$ cat src/rtl/core/vrp_pkg.sv
// ----------------------------------------------------------------------------
// vrp_pkg
// Shared types, widths and register codes for the vertex rotate/project core.
// ----------------------------------------------------------------------------
package vrp_pkg;

  localparam int COORD_BITS = 16;
  localparam int TRIG_W     = 16;
  localparam int FRAC_W     = 14;
  localparam int ANGLE_W    = 10;
  localparam int FOV_W      = 15;
  localparam int DIM_W      = 13;
  localparam int CFG_W      = 15;
  localparam int CFG_IDX_W  = 2;

  localparam int ROT_W  = COORD_BITS + 2;
  localparam int DIST_W = ((ROT_W > FOV_W + 1) ? ROT_W : FOV_W + 1) + 1;
  localparam int XF_W   = ROT_W + FOV_W + 1;
  localparam int WD_W   = DIST_W + DIM_W + 1;
  localparam int NUM_W  = ((XF_W + 1 > WD_W) ? XF_W + 1 : WD_W) + 1;
  localparam int DEN_W  = DIST_W;

  localparam logic [FOV_W-1:0] FOV_RST    = FOV_W'(256);
  localparam logic [DIM_W-1:0] WIDTH_RST  = DIM_W'(640);
  localparam logic [DIM_W-1:0] HEIGHT_RST = DIM_W'(480);

  typedef enum logic [CFG_IDX_W-1:0] {
    CFG_ANGLE  = 2'd0,
    CFG_FOV    = 2'd1,
    CFG_WIDTH  = 2'd2,
    CFG_HEIGHT = 2'd3
  } cfg_reg_e;

  typedef enum logic [1:0] {
    QUAD_0 = 2'd0,
    QUAD_1 = 2'd1,
    QUAD_2 = 2'd2,
    QUAD_3 = 2'd3
  } quad_e;

  typedef struct packed {
    logic signed [COORD_BITS-1:0] point_x;
    logic signed [COORD_BITS-1:0] point_y;
    logic signed [COORD_BITS-1:0] point_z;
  } in_beat_t;

  typedef struct packed {
    logic signed [COORD_BITS-1:0] screen_x;
    logic signed [COORD_BITS-1:0] screen_y;
    logic                         behind_camera;
  } out_beat_t;

  typedef struct packed {
    logic [NUM_W-1:0] num;
    logic [DEN_W-1:0] rem;
  } div_lane_t;

endpackage

$ cat src/rtl/core/vrp_project.sv
// ----------------------------------------------------------------------------
// vrp_project
// Three-stage build of the perspective numerators and denominator.
// ----------------------------------------------------------------------------
module vrp_project
  import vrp_pkg::*;
(
  input  logic                    clk,
  input  logic                    rst_n,
  input  logic                    en,
  input  logic                    in_vld,
  input  logic signed [ROT_W-1:0] x2,
  input  logic signed [ROT_W-1:0] y2,
  input  logic signed [ROT_W-1:0] z2,
  input  logic [FOV_W-1:0]        fov,
  input  logic [DIM_W-1:0]        width,
  input  logic [DIM_W-1:0]        height,
  output logic                    vld_r,
  output logic [NUM_W-1:0]        mag_x_r,
  output logic [NUM_W-1:0]        mag_y_r,
  output logic                    neg_x_r,
  output logic                    neg_y_r,
  output logic [DEN_W-1:0]        den_r,
  output logic                    behind_r
);

  logic [1:0] v_r;
  logic signed [DIST_W-1:0] d_r, d2_r, d_nxt;
  logic signed [XF_W-1:0]   xf_r, yf_r, xf2_r, yf2_r;
  logic signed [WD_W-1:0]   wd_r, hd_r;
  logic                     bh_r, bh2_r;
  logic signed [NUM_W-1:0]  num_x, num_y;

  always_comb begin
    d_nxt = DIST_W'(z2) + DIST_W'($signed({1'b0, fov}));
    num_x = (NUM_W'(xf2_r) <<< 1) + NUM_W'(wd_r);
    num_y = (NUM_W'(yf2_r) <<< 1) + NUM_W'(hd_r);
  end

  always_ff @(posedge clk) begin
    if (!rst_n) begin
      v_r   <= '0;
      vld_r <= 1'b0;
    end else if (en) begin
      v_r   <= {v_r[0], in_vld};
      vld_r <= v_r[1];
    end
  end

  always_ff @(posedge clk) begin
    if (en) begin
      d_r      <= d_nxt;
      bh_r     <= d_nxt[DIST_W-1] | (d_nxt == '0);
      xf_r     <= XF_W'(x2) * XF_W'($signed({1'b0, fov}));
      yf_r     <= XF_W'(y2) * XF_W'($signed({1'b0, fov}));
      wd_r     <= WD_W'(d_r) * WD_W'($signed({1'b0, width}));
      hd_r     <= WD_W'(d_r) * WD_W'($signed({1'b0, height}));
      xf2_r    <= xf_r;
      yf2_r    <= yf_r;
      d2_r     <= d_r;
      bh2_r    <= bh_r;
      neg_x_r  <= num_x[NUM_W-1];
      neg_y_r  <= num_y[NUM_W-1];
      mag_x_r  <= num_x[NUM_W-1] ? NUM_W'(-num_x) : NUM_W'(num_x);
      mag_y_r  <= num_y[NUM_W-1] ? NUM_W'(-num_y) : NUM_W'(num_y);
      den_r    <= {d2_r[DIST_W-2:0], 1'b0};
      behind_r <= bh2_r;
    end
  end

endmodule

$ cat config.mk
export PLATFORM = sky130hd
export DESIGN_NAME = vrp_project
export DESIGN_NICKNAME = d
export VERILOG_FILES = /design/src/rtl/core/vrp_pkg.sv /design/src/rtl/core/vrp_project.sv
export SDC_FILE = /design/constraint.sdc
export NUM_CORES = 2
export LEC_CHECK = 0
export BUFFER_PORTS_ARGS = -buffer_cell sky130_fd_sc_hd__buf_2
export CAP_MARGIN = 20
export CORE_MARGIN = 5
export CORE_UTILIZATION = 24
export DETAILED_ROUTE_END_ITERATION = 6
export MAX_ROUTING_LAYER = met4
export PLACE_DENSITY = 0.44
export SLEW_MARGIN = 5
export SYNTH_ARGS = -nofsm -noshare
export SYNTH_HDL_FRONTEND = slang
export SYNTH_SLANG_ARGS = --single-unit
$ cat constraint.sdc
create_clock -name clk -period 14.2 [get_ports clk]
set_input_delay 0.71 -clock clk [delete_from_list [all_inputs] [get_ports clk]]
set_output_delay 0.71 -clock clk [all_outputs]
set_load 0.02 [all_outputs]
==> results_dict.tcl <==
set metrics [dict create \
    area_growth_pct 10.2 \
    nNetsFinal 7326 \
    clkLatencyLatePin_ps 620 \
    drv_cap 0 \
    crit_top_cell "fa_1" \
    dieArea_um2 242000 \
    cts_buffer_depth 3 \
    grt_overflow 0 \
    fp-row-count 177 \
    use_met2_pct 23.1 \
    setup_viol_count_final 0 \
    syn_area_um2 55800 \
    busiest_layer "met2" \
    placed_area_um2 60000 \
    via_per_inst 4.35 \
    criticalPathCategory "reg -> reg" \
    routedWlPerCell_um 17.7 \
    tightestPinTransition_ps 1020 \
    clock_skew_ps 25.0 \
    syn-num-nets 7268 \
    drc_errors 0 \
    synth_flop_cell "edfxtp_1" \
    async_reset_ff_share_pct 0 \
    rsz0062_at_grt "no" \
    use_met3_pct 1.37 \
    post_cts_resized 0 \
    yosys_warnings 0 \
    ys_ff_latch 337 \
    vias 38600 \
    firstDrtPassIters 5 \
    cts_made_buffers 41 \
    synth.distinct_cells 98 \
    cts_hold_buf 0 \
    die-width_um 492 \
    crit_path_start_kind "register" \
    required_ps 14550 \
    period_share_pct 52.2 \
    synth_top_family_by_area "adder cells" \
    gp_congestion 0.835 \
    path_max_fanout 27 \
    slew_headroom_pct 31.8 \
    cts_tree "built" \
    antenna_found_initial 41 \
    worst_path_max_delay_cell "a2111oi_0" \
    cts_num_sinks 337 \
    htreeDepth 2 \
    synth_compound_gate_area_share_pct 7.61 \
    finalWirelength_um 157000 \
    grt_pass1_vias 42100 \
    synth_edf_count 334 \
    synth_adder_area_share_pct 45.9 \
    syn_area_per_cell_um2 9.73 \
    final_common_cell "inv_1" \
    hold_path.class "in -> reg" \
    root_buffer "clkbuf_16" \
    ys_seq_area_share_pct 18.1 \
    synth.mux.area_fraction_pct 0.200 \
    io_pins 194 \
    synth-xor-area-share_pct 4.13 \
    drive_gt1_share_pct 5.80 \
    start_util_pct 24.1 \
    grt_start_max_net_pins 78 \
    final_area_um2 61500 \
    antenna_left 0 \
    fill_cells 24700 \
    dp_hpwl_um 123000 \
    postCtsSetupRepairBufs 0 \
    final.setup.tns_ps 0 \
    die_h_um 492 \
    arrival_ps 7770 \
    endpoint_kind "register" \
    use_met1_pct 17.6 \
    path_clk_slew_ps 60 \
    status "finished, final reports clean" \
    hold_viol 0 \
    drt_iter0_drc 1820 \
    grtUsageTotal_pct 13.5 \
    grt_pass1_wl_um 249000 \
    syn_inst 5735 \
    final_cell_mix "inv_1, fa_1, nand2_1, and2_1, ha_1" \
    worstPathCellList "buf_4 -> nand2_1 -> fa_1 -> fa_1 -> inv_1 -> fa_1 -> fa_1 -> fa_1 -> inv_1 -> fa_1 -> inv_1 -> ha_1 -> a21o_1 -> a21o_1 -> a21o_1 -> a21o_1 -> a21o_1 -> a2111oi_0 -> a211oi_1 -> o311ai_0 -> a21oi_1 -> xor2_1" \
    period_needed_ps 7420 \
    synthSimpleGateAreaFrac_pct 14.1 \
    fmax_mhz 135 \
    cpPeakStageDelay_ps 770 \
    hold_ws_ps 348 \
    numPortBuffers 192 \
    coreArea_um2 232000 \
    slew_violations 0 \
]
## logic make-up (layout without fill, tap and decap cells)
| kind of cell | count (synthesis) | count (layout) |
|---|---|---|
| AND/OR/NAND/NOR | 1573 | 1573 |
| buffers and inverters | 1486 | 1574 |
| multiplexers | 11 | 11 |
| adder cells (fa/ha/maj) | 1434 | 1434 |
| XOR/XNOR | 262 | 262 |
| AO/OA/AOI/OAI | 631 | 631 |
| other | 1 | 23 |
| flip-flops | 337 | 337 |
## flip-flops by register name, indices dropped and copies added, names as in the netlist
name,cells
v_r,2
den_r,18
hd_r,33
mag_x_r,36
xf2_r,34
bh_r,1
yf2_r,34
mag_y_r,36
vld_r,1
yf_r,34
bh2_r,1
neg_x_r,1
neg_y_r,1
xf_r,34
d2_r,18
wd_r,33
d_r,19
behind_r,1
## worst max-delay path: cells and delay by family, from the launching register on
| kind | cells | cell delay (ps) |
|---|---|---|
| DFF | 1 | 330 |
| xor gates and xnor gates | 1 | 150 |
| adders and majority gates | 7 | 3360 |
| and+or+nand+nor | 1 | 160 |
| AOI/OAI and AO/OA | 9 | 2460 |
| buffers and inverters | 4 | 590 |
## routing by layer
layer	share of wire (%)	wire length [um]	vias to the layer above
li1	-	-	18000
met2	49	77800	618
met1	45	71300	19900
met3	3.5	5440	123
met4	1.8	2770	0
met5	0	0	-
## cells in the mapped netlist (33+ instances only)
master	number	share of area [%]
nor2_1	118	0.79
a21oi_1	166	1.5
nand3_1	52	0.47
a21o_1	102	1.4
o21ai_0	110	0.99
inv_1	1276	8.6
ha_1	417	9.4
nand2_1	696	4.7
fa_1	1017	37
nor3_1	64	0.57
o21bai_1	37	0.50
xor2_1	66	1.0
edfxtp_1	334	18
a31oi_1	33	0.37
xnor2_1	195	3.1
clkbuf_1	199	1.3
and2_1	473	5.3
## metrics by stage
| step | utilization (%) | worst slack (ps) | std cells |
|---|---|---|---|
| global placement | 25.9 | 6510 | 8792 |
| finish | 26.5 | 6780 | 8888 |
| floorplan | - | 7120 | 5735 |
| detailed placement | 25.9 | 6510 | 8792 |
| global route | 26.5 | 6450 | 8884 |
| CTS | 26.5 | 6770 | 8865 |
## layout make-up
class                      count  area (um2)  share of cell area [%]
clock inverter                30         360                   0.586
inverter                    1277        4790                    7.80
multi-input combinational   3912       40100                    65.2
clock buffer                  43        1030                    1.68
antenna                       22        55.1                  0.0896
tap                         3043        3810                    6.20
timing repair buffer         224        1220                    1.99
sequential                   337       10100                    16.4
## worst paths after layout
kind | start | end | slack (ps) | depth (start not counted)
setup reg to reg | d_r[11] | wd_r[31] | 6780 | 22
hold reg to reg | yf_r[26] | yf2_r[26] | 410 | 0
hold / removal | rst_n | vld_r | 350 | 2
setup / recovery | d_r[11] | wd_r[31] | 6780 | 22
Power is left out: the tool's default activity adds up to more than one toggle a clock period on the data nets, which glitch-free logic cannot reach.
